===== src/sv/dma_controller_regs_irq_macros.svh =====
// Assertion macros for the DMA register front.
// Used by dma_controller_regs_irq; expects clk and rst_n in scope.
`ifndef DMA_CONTROLLER_REGS_IRQ_MACROS_SVH
`define DMA_CONTROLLER_REGS_IRQ_MACROS_SVH

// Same-cycle implication, disabled while reset is asserted.
`define DCR_ASSERT_SAME(label, ante, cons, msg) \
    label: assert property (@(posedge clk) disable iff (!rst_n) (ante) |-> (cons)) \
        else $error(msg);

// Next-cycle implication, disabled while reset is asserted.
`define DCR_ASSERT_NEXT(label, ante, cons, msg) \
    label: assert property (@(posedge clk) disable iff (!rst_n) (ante) |=> (cons)) \
        else $error(msg);

`endif


===== src/sv/dcr_pkg.sv =====
// Shared types and constants of the DMA register front.
// No dependencies; used by dcr_ctrl, dcr_datapath and the top level.
package dcr_pkg;

    localparam int CHANNELS = 7;

    typedef enum logic [1:0] {
        ST_IDLE,
        ST_CALC,
        ST_COMMIT
    } state_t;

    typedef enum logic [1:0] {
        OP_WRITE = 2'd0,
        OP_READ  = 2'd1,
        OP_TICK  = 2'd2,
        OP_WALK  = 2'd3
    } opcode_t;

    // Register select within a channel or the global block
    localparam logic [1:0] REG_BASE    = 2'd0;
    localparam logic [1:0] REG_BLOCK   = 2'd1;
    localparam logic [1:0] REG_CTRL_A  = 2'd2;
    localparam logic [1:0] REG_CTRL_B  = 2'd3;
    localparam logic [1:0] GREG_CTRL   = 2'd0;
    localparam logic [1:0] GREG_IRQ    = 2'd1;

    // Channel numbers with special handling
    localparam logic [2:0] CH_LINKED = 3'd2;
    localparam logic [2:0] CH_HALF   = 3'd3;
    localparam logic [2:0] CH_NULL   = 3'd5;
    localparam logic [2:0] CH_FULL   = 3'd6;
    localparam logic [2:0] CH_GLOBAL = 3'd7;

    localparam logic [31:0] IRQ_CTRL_MASK = 32'h00ff803f;
    localparam logic [31:0] CTRL_MASK_CH6 = 32'h51000002;
    localparam logic [31:0] CTRL_MASK     = 32'h71770703;
    localparam logic [20:0] ADDR_MASK     = 21'h1FFFFC;
    localparam logic [31:0] LOW16_MASK    = 32'h0000FFFF;

    localparam int BIT_BUSY   = 24;
    localparam int BIT_LINKED = 10;
    localparam int BIT_GPU_EN = 11;

    typedef struct packed {
        logic load;
        logic calc;
        logic commit;
    } cmd_t;

endpackage


===== src/sv/dcr_ctrl.sv =====
// Sequencer of the DMA register front: capture, compute, commit.
// Depends on dcr_pkg.
module dcr_ctrl (
    input  logic          clk,
    input  logic          rst_n,
    input  logic          start,
    output logic          busy,
    output dcr_pkg::cmd_t cmd
);
    import dcr_pkg::*;

    state_t state_reg;
    state_t state_next;

    always_ff @(posedge clk or negedge rst_n)
    begin
        if (!rst_n)
        begin
            state_reg <= ST_IDLE;
        end
        else
        begin
            state_reg <= state_next;
        end
    end

    always_comb
    begin
        state_next = state_reg;
        cmd        = '0;
        busy       = 1'b1;
        unique case (state_reg)
            ST_IDLE:
            begin
                busy = 1'b0;
                if (start)
                begin
                    cmd.load   = 1'b1;
                    state_next = ST_CALC;
                end
            end
            ST_CALC:
            begin
                cmd.calc   = 1'b1;
                state_next = ST_COMMIT;
            end
            ST_COMMIT:
            begin
                cmd.commit = 1'b1;
                state_next = ST_IDLE;
            end
            default:
            begin
                state_next = ST_IDLE;
            end
        endcase
    end

endmodule


===== src/sv/dcr_datapath.sv =====
// Register file, countdowns and result registers of the DMA register front.
// Depends on dcr_pkg; sequenced by dcr_ctrl through cmd_t.
module dcr_datapath (
    input  logic          clk,
    input  logic          rst_n,
    input  dcr_pkg::cmd_t cmd,
    input  logic [1:0]    opcode,
    input  logic [6:0]    reg_address,
    input  logic [31:0]   write_data,
    input  logic [23:0]   elapsed_clocks,
    input  logic [19:0]   walk_steps,
    output logic          strobe,
    output logic [31:0]   read_data,
    output logic          irq_out,
    output logic          start_valid,
    output logic [2:0]    start_channel,
    output logic [20:0]   start_address,
    output logic [31:0]   start_word_count,
    output logic          start_to_device,
    output logic          start_linked,
    output logic [6:0]    done_mask,
    output logic          gpu_write_active
);
    import dcr_pkg::*;

    // Captured transfer
    opcode_t     op_reg;
    logic [6:0]  addr_reg;
    logic [31:0] wd_reg;
    logic [23:0] elapsed_reg;
    logic [19:0] steps_reg;
    logic [31:0] prod_reg;

    // Architectural state
    logic [31:0] gc_reg, gc_next;
    logic [31:0] ic_reg, ic_next;
    logic [6:0]  is_reg, is_next;
    logic        irq_reg, irq_next;
    logic [23:0] base_reg [CHANNELS];
    logic [23:0] base_next [CHANNELS];
    logic [31:0] bc_reg [CHANNELS];
    logic [31:0] bc_next [CHANNELS];
    logic [31:0] cc_reg [CHANNELS];
    logic [31:0] cc_next [CHANNELS];
    logic [31:0] fd_reg [CHANNELS];
    logic [31:0] fd_next [CHANNELS];

    // Result registers
    logic        strobe_reg;
    logic [31:0] rd_reg, rd_next;
    logic        sv_reg, sv_next;
    logic [2:0]  sch_reg, sch_next;
    logic [20:0] sad_reg, sad_next;
    logic [31:0] swc_reg, swc_next;
    logic        sdev_reg, sdev_next;
    logic        slk_reg, slk_next;
    logic [6:0]  done_reg, done_next;

    logic [2:0]  ch;
    logic [1:0]  rsel;
    logic [4:0]  sh;
    logic        is_global;
    logic [31:0] v;
    logic [31:0] bc_sel;
    logic [31:0] cc_old;
    logic [31:0] cnt;
    logic        linked;
    logic [31:0] rval;
    logic [31:0] elapsed_ext;

    assign ch          = addr_reg[6:4];
    assign rsel        = addr_reg[3:2];
    assign sh          = {addr_reg[1:0], 3'b000};
    assign is_global   = (ch == CH_GLOBAL);
    assign v           = wd_reg << sh;
    assign elapsed_ext = {8'd0, elapsed_reg};
    assign bc_sel      = is_global ? 32'd0 : bc_reg[ch];
    assign cc_old      = is_global ? 32'd0 : cc_reg[ch];

    always_ff @(posedge clk)
    begin
        if (cmd.load)
        begin
            op_reg      <= opcode_t'(opcode);
            addr_reg    <= reg_address;
            wd_reg      <= write_data;
            elapsed_reg <= elapsed_clocks;
            steps_reg   <= walk_steps;
        end
        if (cmd.calc)
        begin
            prod_reg <= {16'd0, bc_sel[31:16]} * {16'd0, bc_sel[15:0]};
        end
        if (cmd.commit)
        begin
            rd_reg   <= rd_next;
            sv_reg   <= sv_next;
            sch_reg  <= sch_next;
            sad_reg  <= sad_next;
            swc_reg  <= swc_next;
            sdev_reg <= sdev_next;
            slk_reg  <= slk_next;
            done_reg <= done_next;
        end
    end

    always_ff @(posedge clk or negedge rst_n)
    begin
        if (!rst_n)
        begin
            strobe_reg <= 1'b0;
            gc_reg     <= '0;
            ic_reg     <= '0;
            is_reg     <= '0;
            irq_reg    <= 1'b0;
            for (int i = 0; i < CHANNELS; i++)
            begin
                base_reg[i] <= '0;
                bc_reg[i]   <= '0;
                cc_reg[i]   <= '0;
                fd_reg[i]   <= '0;
            end
        end
        else
        begin
            strobe_reg <= cmd.commit;
            if (cmd.commit)
            begin
                gc_reg  <= gc_next;
                ic_reg  <= ic_next;
                is_reg  <= is_next;
                irq_reg <= irq_next;
                for (int i = 0; i < CHANNELS; i++)
                begin
                    base_reg[i] <= base_next[i];
                    bc_reg[i]   <= bc_next[i];
                    cc_reg[i]   <= cc_next[i];
                    fd_reg[i]   <= fd_next[i];
                end
            end
        end
    end

    // Next state of one transfer
    always_comb
    begin
        gc_next   = gc_reg;
        ic_next   = ic_reg;
        is_next   = is_reg;
        base_next = base_reg;
        bc_next   = bc_reg;
        cc_next   = cc_reg;
        fd_next   = fd_reg;
        rd_next   = '0;
        sv_next   = 1'b0;
        sch_next  = '0;
        sad_next  = '0;
        swc_next  = '0;
        sdev_next = 1'b0;
        slk_next  = 1'b0;
        done_next = '0;
        rval      = '0;
        linked    = 1'b0;
        cnt       = '0;

        unique case (op_reg)
            OP_WRITE:
            begin
                if (is_global)
                begin
                    if (rsel == GREG_CTRL)
                    begin
                        gc_next = v;
                    end
                    else if (rsel == GREG_IRQ)
                    begin
                        ic_next = v & IRQ_CTRL_MASK;
                        is_next = is_reg & ~v[30:24];
                    end
                end
                else
                begin
                    unique case (rsel) inside
                        REG_BASE:  base_next[ch] = v[23:0];
                        REG_BLOCK: bc_next[ch] = v;
                        REG_CTRL_A, REG_CTRL_B:
                        begin
                            cc_next[ch] = v & ((ch == CH_FULL) ? CTRL_MASK_CH6 : CTRL_MASK);
                            if (cc_old[BIT_BUSY] && !v[BIT_BUSY])
                            begin
                                fd_next[ch] = '0;
                            end
                            if (!cc_old[BIT_BUSY] && v[BIT_BUSY])
                            begin
                                linked = (ch == CH_LINKED) && v[BIT_LINKED];
                                if (ch == CH_FULL)
                                    cnt = bc_sel;
                                else if (ch == CH_HALF)
                                    cnt = bc_sel & LOW16_MASK;
                                else if (linked)
                                    cnt = '0;
                                else
                                    cnt = prod_reg;
                                if (linked)
                                    fd_next[ch] = '0;
                                else if (ch == CH_NULL || cnt == '0)
                                    fd_next[ch] = 32'd1;
                                else
                                    fd_next[ch] = cnt;
                                sv_next   = 1'b1;
                                sch_next  = ch;
                                sad_next  = base_reg[ch][20:0] & ADDR_MASK;
                                swc_next  = cnt;
                                sdev_next = cc_next[ch][0];
                                slk_next  = linked;
                            end
                        end
                        default: ;
                    endcase
                end
            end
            OP_READ:
            begin
                if (is_global)
                begin
                    if (rsel == GREG_CTRL)
                        rval = gc_reg;
                    else if (rsel == GREG_IRQ)
                        rval = ic_reg | {irq_reg, is_reg, 24'd0};
                end
                else
                begin
                    unique case (rsel) inside
                        REG_BASE:               rval = {8'd0, base_reg[ch]};
                        REG_BLOCK:              rval = bc_reg[ch];
                        REG_CTRL_A, REG_CTRL_B: rval = cc_reg[ch];
                        default:                rval = '0;
                    endcase
                end
                rd_next = rval >> sh;
            end
            OP_TICK:
            begin
                // All countdowns advance together
                for (int c = 0; c < CHANNELS; c++)
                begin
                    if (fd_reg[c] != '0)
                    begin
                        if (fd_reg[c] <= elapsed_ext)
                        begin
                            fd_next[c]           = '0;
                            cc_next[c][BIT_BUSY] = 1'b0;
                            if (ic_reg[16 + c])
                                is_next[c] = 1'b1;
                            done_next[c] = 1'b1;
                        end
                        else
                        begin
                            fd_next[c] = fd_reg[c] - elapsed_ext;
                        end
                    end
                end
            end
            OP_WALK:
            begin
                // Walk report only arms a linked transfer still waiting on it
                if (cc_reg[CH_LINKED][BIT_BUSY] && cc_reg[CH_LINKED][BIT_LINKED]
                    && fd_reg[CH_LINKED] == '0)
                begin
                    fd_next[CH_LINKED] = (steps_reg == '0) ? 32'd1 : {12'd0, steps_reg};
                end
            end
            default: ;
        endcase

        irq_next = (((is_next & ic_next[22:16]) != '0) && ic_next[23]) || ic_next[15];
    end

    assign strobe           = strobe_reg;
    assign read_data        = rd_reg;
    assign irq_out          = irq_reg;
    assign start_valid      = sv_reg;
    assign start_channel    = sch_reg;
    assign start_address    = sad_reg;
    assign start_word_count = swc_reg;
    assign start_to_device  = sdev_reg;
    assign start_linked     = slk_reg;
    assign done_mask        = done_reg;
    assign gpu_write_active = gc_reg[BIT_GPU_EN] & cc_reg[CH_LINKED][BIT_BUSY]
                              & cc_reg[CH_LINKED][0];

endmodule


===== src/sv/dma_controller_regs_irq.sv =====
// Top level of the DMA register front: sequencer plus datapath.
// Depends on dcr_pkg, dcr_ctrl, dcr_datapath and the assertion macro header.
//
//  channel   | handshake              | payload
//  ----------+------------------------+-----------------------------------------------
//  command   | start / busy           | opcode, reg_address, write_data,
//            |                        | elapsed_clocks, walk_steps
//  result    | strobe (one cycle)     | read_data, irq_out, start_*, done_mask,
//            |                        | gpu_write_active
//
// Each transfer runs through capture, block-control multiply and commit, in that order.
// The strobe follows in the cycle after commit; busy is already low then.
// The 16x16 word-count product, registered before commit, sets the depth.
// Reset clears the register file, countdowns and interrupt state; no clearing pass is needed.
// Results cannot be stalled; each is presented exactly once.
`include "dma_controller_regs_irq_macros.svh"

module dma_controller_regs_irq (
    input  logic        clk,
    input  logic        rst_n,
    input  logic        start,
    output logic        busy,
    input  logic [1:0]  opcode,
    input  logic [6:0]  reg_address,
    input  logic [31:0] write_data,
    input  logic [23:0] elapsed_clocks,
    input  logic [19:0] walk_steps,
    output logic        strobe,
    output logic [31:0] read_data,
    output logic        irq_out,
    output logic        start_valid,
    output logic [2:0]  start_channel,
    output logic [20:0] start_address,
    output logic [31:0] start_word_count,
    output logic        start_to_device,
    output logic        start_linked,
    output logic [6:0]  done_mask,
    output logic        gpu_write_active
);
    import dcr_pkg::*;

    cmd_t cmd;

    dcr_ctrl u_ctrl (
        .clk   (clk),
        .rst_n (rst_n),
        .start (start),
        .busy  (busy),
        .cmd   (cmd)
    );

    dcr_datapath u_datapath (
        .clk              (clk),
        .rst_n            (rst_n),
        .cmd              (cmd),
        .opcode           (opcode),
        .reg_address      (reg_address),
        .write_data       (write_data),
        .elapsed_clocks   (elapsed_clocks),
        .walk_steps       (walk_steps),
        .strobe           (strobe),
        .read_data        (read_data),
        .irq_out          (irq_out),
        .start_valid      (start_valid),
        .start_channel    (start_channel),
        .start_address    (start_address),
        .start_word_count (start_word_count),
        .start_to_device  (start_to_device),
        .start_linked     (start_linked),
        .done_mask        (done_mask),
        .gpu_write_active (gpu_write_active)
    );

    `DCR_ASSERT_NEXT(a_accept_busy, start && !busy, busy && !strobe, "accept not held busy")
    `DCR_ASSERT_SAME(a_strobe_idle, strobe, !busy, "result strobe while still busy")
    `DCR_ASSERT_SAME(a_strobe_after_work, strobe, $past(busy && !strobe), "strobe without work")
    `DCR_ASSERT_NEXT(a_commit_strobe, cmd.commit, strobe, "commit not followed by strobe")

endmodule


===== config.mk =====
export PLATFORM = sky130hd
export DESIGN_NAME = dma_controller_regs_irq
export DESIGN_NICKNAME = d
export VERILOG_FILES = /design/src/sv/dcr_pkg.sv /design/src/sv/dcr_ctrl.sv /design/src/sv/dcr_datapath.sv /design/src/sv/dma_controller_regs_irq.sv
export VERILOG_INCLUDE_DIRS = /design/src /design/src/sv
export SDC_FILE = /design/constraint.sdc
export NUM_CORES = 2
export LEC_CHECK = 0
export BUFFER_PORTS_ARGS = -buffer_cell sky130_fd_sc_hd__buf_2
export CORE_MARGIN = 2
export CORE_UTILIZATION = 35
export CTS_BUF_LIST = sky130_fd_sc_hd__clkbuf_16
export DETAILED_ROUTE_END_ITERATION = 10
export PLACE_DENSITY = 0.49
export SLEW_MARGIN = 10
export SYNTH_ARGS = -nofsm -noshare
export SYNTH_HDL_FRONTEND = slang
export SYNTH_SLANG_ARGS = --single-unit

===== constraint.sdc =====
create_clock -name clk -period 8.2 [get_ports clk]
set_clock_uncertainty 0.15 [all_clocks]
set_input_delay 0.41 -clock clk [delete_from_list [all_inputs] [get_ports clk]]
set_output_delay 0.41 -clock clk [all_outputs]
set_load 0.01 [all_outputs]

* Yosys cells after proc, flatten, opt, wreduce, memory -nomap -nowiden
Cells that the tools add are included.
** Storage, ports and cells
- Bits of input ports :: 88
- Flip-flop bits (word level) :: 1113
- Logic and storage cells :: 318
- Output and inout bits :: 102
** Operators by class
- Reduce and logical (&&, ||, !) cells :: 56
- Mux-type cells :: 130
- Bitwise logic cells :: 19
- $lt $le $gt $ge :: 9
- Equal/unequal tests :: 31
- Multiply operators :: 1
- Add/sub/neg operators :: 7
- Shift operators :: 2
** Operator list (number)
- $mux W224 :: 9
- $mux W32 :: 32
- $bwmux W224 :: 3
- $and A224 B224 Y224 :: 2
- $mux W217 :: 2
- $bmux W32 S3 :: 3
- $pmux W128 S2 :: 1
- $le A32 B24 Y1 :: 7
- $not A224 Y224 :: 1
- $reduce_bool A32 Y1 :: 7
- $sub A32 B24 Y32 :: 7
- $and A217 B217 Y217 :: 1
- $not A217 Y217 :: 1
- $pmux W32 S3 :: 2
- $bwmux W168 :: 1
- $mux W24 :: 7
- $pmux W64 S2 :: 1
- $demux W32 S3 :: 1
- $bmux W24 S3 :: 1
- $demux W24 S3 :: 1
- $logic_not A32 Y1 :: 2
- $mux W1 :: 50
- $reduce_and A6 Y1 :: 8
- $reduce_and A5 Y1 :: 7
- other kinds (40) :: 98

* Longest topological paths before layout
- Word-level depth :: 19
- Mapped depth :: 34
- Depth with buffers taken out :: 28

* Hierarchy
From an unflattened synthesis, not the netlist that was laid out.
** Second synthesis, totals
- Cell total of the unflattened synthesis :: 7028
- Area total of the unflattened synthesis :: 63419.6 um^2
** Modules (own cells, without submodules)
- dcr_datapath :: area each 63322.0 um^2, sequential area each 25839.8 um^2, instances 1, cells an instance 7019
- dcr_ctrl :: area each 97.6 um^2, sequential area each 50.0 um^2, instances 1, cells an instance 9

* Least setup slack after synthesis
OpenSTA, ideal clock, no wires.
- Path kind :: reg-to-reg
- From :: register u_datapath.addr_reg[5]
- To :: register u_datapath.prod_reg[31], data pin
- Arrival :: 7.663 ns
- Setup slack :: 0.116 ns
- Setup time :: 0.271 ns
- Cell stages (with the launch flop) :: 34
- Period minus slack after synthesis :: 8.084 ns
- Required time :: 7.779 ns
- Cell sequence :: edfxtp_1 > buf_4 > buf_6 > buf_6 > buf_6 > buf_2 > buf_2 > buf_2 > buf_2 > buf_2 > o22ai_1 > a21oi_1 > clkbuf_1 > nor2_1 > fa_1 > inv_1 > fa_1 > fa_1 > fa_1 > inv_1 > fa_1 > inv_1 > fa_1 > inv_1 > ha_1 > a21o_1 > a21o_1 > a21oi_1 > nor2_1 > a311oi_1 > o21a_1 > o211ai_1 > a21oi_1 > a211oi_1
** Between the ends
- Cells in the longest elaborated chain, start to end :: 6
- Elaborated cells on any way between the ends :: 7
- Those cells by class :: mul: 1; eq/ne: 1; mux: 4; bitwise: 1
** RTL lines
- start: declaration :: line dcr_datapath.sv:28 : logic [6:0] addr_reg;
- start signal: assignment :: line dcr_datapath.sv:85 : addr_reg <= reg_address;
- $not A3 Y4 (not written as such) :: line dcr_datapath.sv:77 : assign bc_sel = is_global ? 32'd0 : bc_reg[ch];
- $bmux W32 S3 :: line dcr_datapath.sv:77
- $mux W32 (not written as such) (2 in a row) :: line dcr_datapath.sv:77
- $mux W32 (*) :: line dcr_datapath.sv:77
- $mul A16 B16 Y32 (*) :: line dcr_datapath.sv:92 : prod_reg <= {16'd0, bc_sel[31:16]} * {16'd0, bc_sel[15:0]};
- end signal: assignment :: line dcr_datapath.sv:92
- end: declaration :: line dcr_datapath.sv:32 : logic [31:0] prod_reg;
Mark *: on every way between the ends. The rest lies on a longest branch, timed or not. The select of a mux whose other input is x is not followed.
A chain may end at the register's enable or synchronous reset.

* Worst setup path after layout
- From :: register u_datapath.addr_reg[4]
- To :: register u_datapath.prod_reg[23], data pin
The elaborated chain is that of the path after synthesis.

==> impl_metrics.csv <==
group,metric,value,unit
run_status,status,"complete, no violations",
clock_tree,cts_buffers,120,
setup_path,reg2reg_depth,26,
routing,wl,273000,um
global_route,antenna_found_initial,15,
power,cellPowerDensity,244,nW/um^2
routing,drt_iter0_markers,5582,
power,leakagePower,32.0,nW
global_route,grt_overflow,0,
die,rows,156,
setup_path,cp-start-kind,"flop",
routing,num_vias,57500,
global_route,grt_pass1_wl,396000,um
synthesis,avgSynthCellArea,9.02,sq um
setup_path,rrSetupSlack,0.29,ns
timing,whs,0.0741,ns
timing,tightest_slew,1.37,ns
layout,fin_cells,9809,
timing,post-route-min-period,7.91,ns
power,peakVddDrop,188,uV
layout,layout.nets,7885,
timing,grt_setup_unrepaired,"no",
setup_path,worstPathRequired,8.64,ns
timing,tns,0,ns
global_route,grt_max_degree,176,
timing,final_hold_viol_count,0,
routing,ant_nets,0,
min_path,hold_path_class,"in -> async",
setup_path,slowest_delay,0.56,ns
synthesis,synth_seq_cells,992,
die,core-area,181000,sq um
routing,drc,0,
setup_path,endpoint_kind,"flop",
synthesis,yosysTopAreaCellShare,0.305,
setup_path,crit_path_frequent_cell,"fa_1",
die,die_x,431,um
power,internal_power,10.9,mW
die,dieArea,186000,sq um
timing,slew-limit-headroom,0.0827,
power,combPwrFrac,0.344,
timing,fmax,126,MHz
synthesis,synth_top_cell_by_area,"dfrtp_1",
layout,layout_common_cells,"nand2_1 (1105), o21ai_0 (917), dfrtp_1 (779), nor2_1 (552), a21oi_1 (390)",
synthesis,syn-cell-area,63800,sq um
clock_tree,root_buffer,"clkbuf_16",
global_route,grt_pass1_vias,55900,
die,initial_core_util,0.353,
routing,vias_per_cell,5.86,
synthesis,ys_async_sr_fraction,0.785,
timing,slew_violations,0,
layout,final_common_cell,"nand2_1",
setup_path,r2r_start,"u_datapath.addr_reg[4]",
setup_path,reg2reg_to,"u_datapath.prod_reg[23]",
job,maxCapViolations,0,
setup_path,crit_slowest_cell,"fa_1",
synthesis,ys.warnings.count,0,
power,finalPower,17.9,mW
clock_tree,tritoncts,"built",
power,pwr-share-clk,0.302,
clock_tree,cts.sinks,992,
synthesis,ys.flop_type,"dfrtp_1",
die,fp.dieH,431,um
die,io_pins,190,
timing,setup_viol,0,
place,place_hpwl,193000,um
clock_tree,ctsLongestPathBuffers,3,
setup_path,crit_fanout,37,
routing,wire_per_inst,27.8,um
setup_path,critPathKind,"reg -> reg",
setup_path,arrival,8.35,ns
layout,drive_gt1_frac,0.112,
place,post-place-cells,9481,
power,pwr-share-seq,0.354,
synthesis,synth_edf_count,213,
layout,syn_to_final_growth,14.9,%
clock_tree,clock_latency,0.84,ns
clock_tree,htree_levels,3,
synthesis,synth_seq_area_share,0.406,
synthesis,synth_cell_types,95,
timing,timing.final.crit_share,0.965,
global_route,grt_use_total,0.289,
synthesis,postSynthCellCount,7077,
power,switching_share,0.390,
place,gp_congestion,0.941,
place,place_ws,0.0876,ns
synthesis,synthTopCellsByArea,"dfrtp_1 (31%), edfxtp_1 (10%), o21ai_0 (7.3%)",
routing,drtPass1Iterations,6,
timing,finalWorstSetupSlack,0.288,ns
clock_tree,clkSlewWorstSetupHoldPaths,0.06,ns
power,switching_power,6.97,mW
place,portBuffers,187,
==> power groups by stage <==
stage / clock network [mW] / registers, mW / logic, mW
2_1_floorplan: 0 / 6.14 / 4.11
3_3_place_gp: 0 / 6.38 / 5.95
5_1_grt: 5.68 / 6.39 / 6.73
4_1_cts: 5.49 / 6.31 / 6.05
6_report: 5.40 / 6.33 / 6.16
3_5_place_dp: 0 / 6.39 / 5.98
==> worst max-delay path, delay by kind of cell (launching register included) <==
family / cells / cell delay, ns
and+or+nand+nor: 3 / 0.39
DFF: 1 / 0.48
AOI/OAI and AO/OA: 9 / 2.46
buffers and inverters: 7 / 0.85
adders and majority gates: 7 / 3.30
==> metrics by stage <==
stage / instance area, sq um / util
detailed placement: 68500 / 0.379
global route: 73300 / 0.405
floorplan: 63800 / -
global placement: 68500 / 0.379
finish: 73400 / 0.405
CTS: 73300 / 0.405
==> kinds of logic (layout without fill, tap and decap cells) <==
| family | after synthesis | count (layout) | synth area share |
|---|---|---|---|
| adders and majority gates | 473 | 473 | 0.116 |
| muxes | 164 | 164 | 0.0324 |
| buffers and inverters | 785 | 1136 | 0.0485 |
| other | 1 | 12 | 0.0000587 |
| xor gates and xnor gates | 156 | 156 | 0.0214 |
| DFF | 992 | 992 | 0.406 |
| and+or+nand+nor | 2247 | 2247 | 0.154 |
| AOI/OAI and AO/OA | 2259 | 2259 | 0.222 |
==> area by class of cell <==
cell class	instances	area, sq um
Fill cell	18100	108000
Multi-Input combinational cell	5301	35200
Sequential cell	992	25900
Timing Repair Buffer	560	4100
Clock buffer	120	3000
Tap cell	2370	2970
Inverter	349	1320
Clock inverter	107	907
Antenna cell	10	25.0
==> synth_stat cells, types with 12 or more instances <==
master and n:
nand4_1 49, clkbuf_1 344, xnor2_1 102, nor3_1 101
mux4_2 29, buf_2 50, o21bai_1 25, nand2_1 1113
a21o_1 94, o21a_1 43, nor2_1 559, nor4_1 70
a221o_1 48, a221oi_1 63, or3_1 39, a211o_1 19
o22ai_1 21, inv_1 347, o311ai_0 18, or4_1 14
fa_1 201, nand3_1 59, and2_1 51, a2111oi_0 12
o211ai_1 47, edfxtp_1 213, xor2_1 54, a31o_2 14
buf_1 26, a22oi_1 188, o221ai_1 23, o31ai_1 22
a22o_1 67, a31oi_1 37, or2_2 18, nor2b_1 46
mux2i_1 85, a211oi_1 54, and3_1 27, mux2_2 48
dfrtp_1 779, o21ai_0 925, a21oi_1 402, nand2b_1 46
ha_1 272
==> metal layers <==
layer / vias to the layer above / part of all wire / global-route usage
li1: 25800 / - / -
met1: 28700 / 0.42 / 0.380
met2: 2402 / 0.45 / 0.454
met3: 592 / 0.069 / 0.0482
met4: 8 / 0.061 / 0.156
met5: - / 0.00019 / 0
==> worst max path at each step <==
stage,from,endpoint,slack (ns),depth (start not counted)
floorplan,u_datapath.addr_reg[5],u_datapath.prod_reg[31],0.12,33
global placement,u_datapath.addr_reg[5],u_datapath.prod_reg[28],0.31,24
detailed placement,u_datapath.addr_reg[5],u_datapath.prod_reg[28],0.09,24
CTS,u_datapath.addr_reg[5],u_datapath.prod_reg[28],0.06,24
global route,u_datapath.addr_reg[6],u_datapath.prod_reg[31],0.006,26
finish,u_datapath.addr_reg[4],u_datapath.prod_reg[23],0.29,26
==> repair_timing <==
item,4_1_cts,5_1_grt
endpoints found under the hold margin,156,0
buffers inserted,0,3
setup endpoints to repair,0,9
hold buffers,87,0
resized for setup,0,7
No activity file was read; power rests on OpenSTA's default activity.
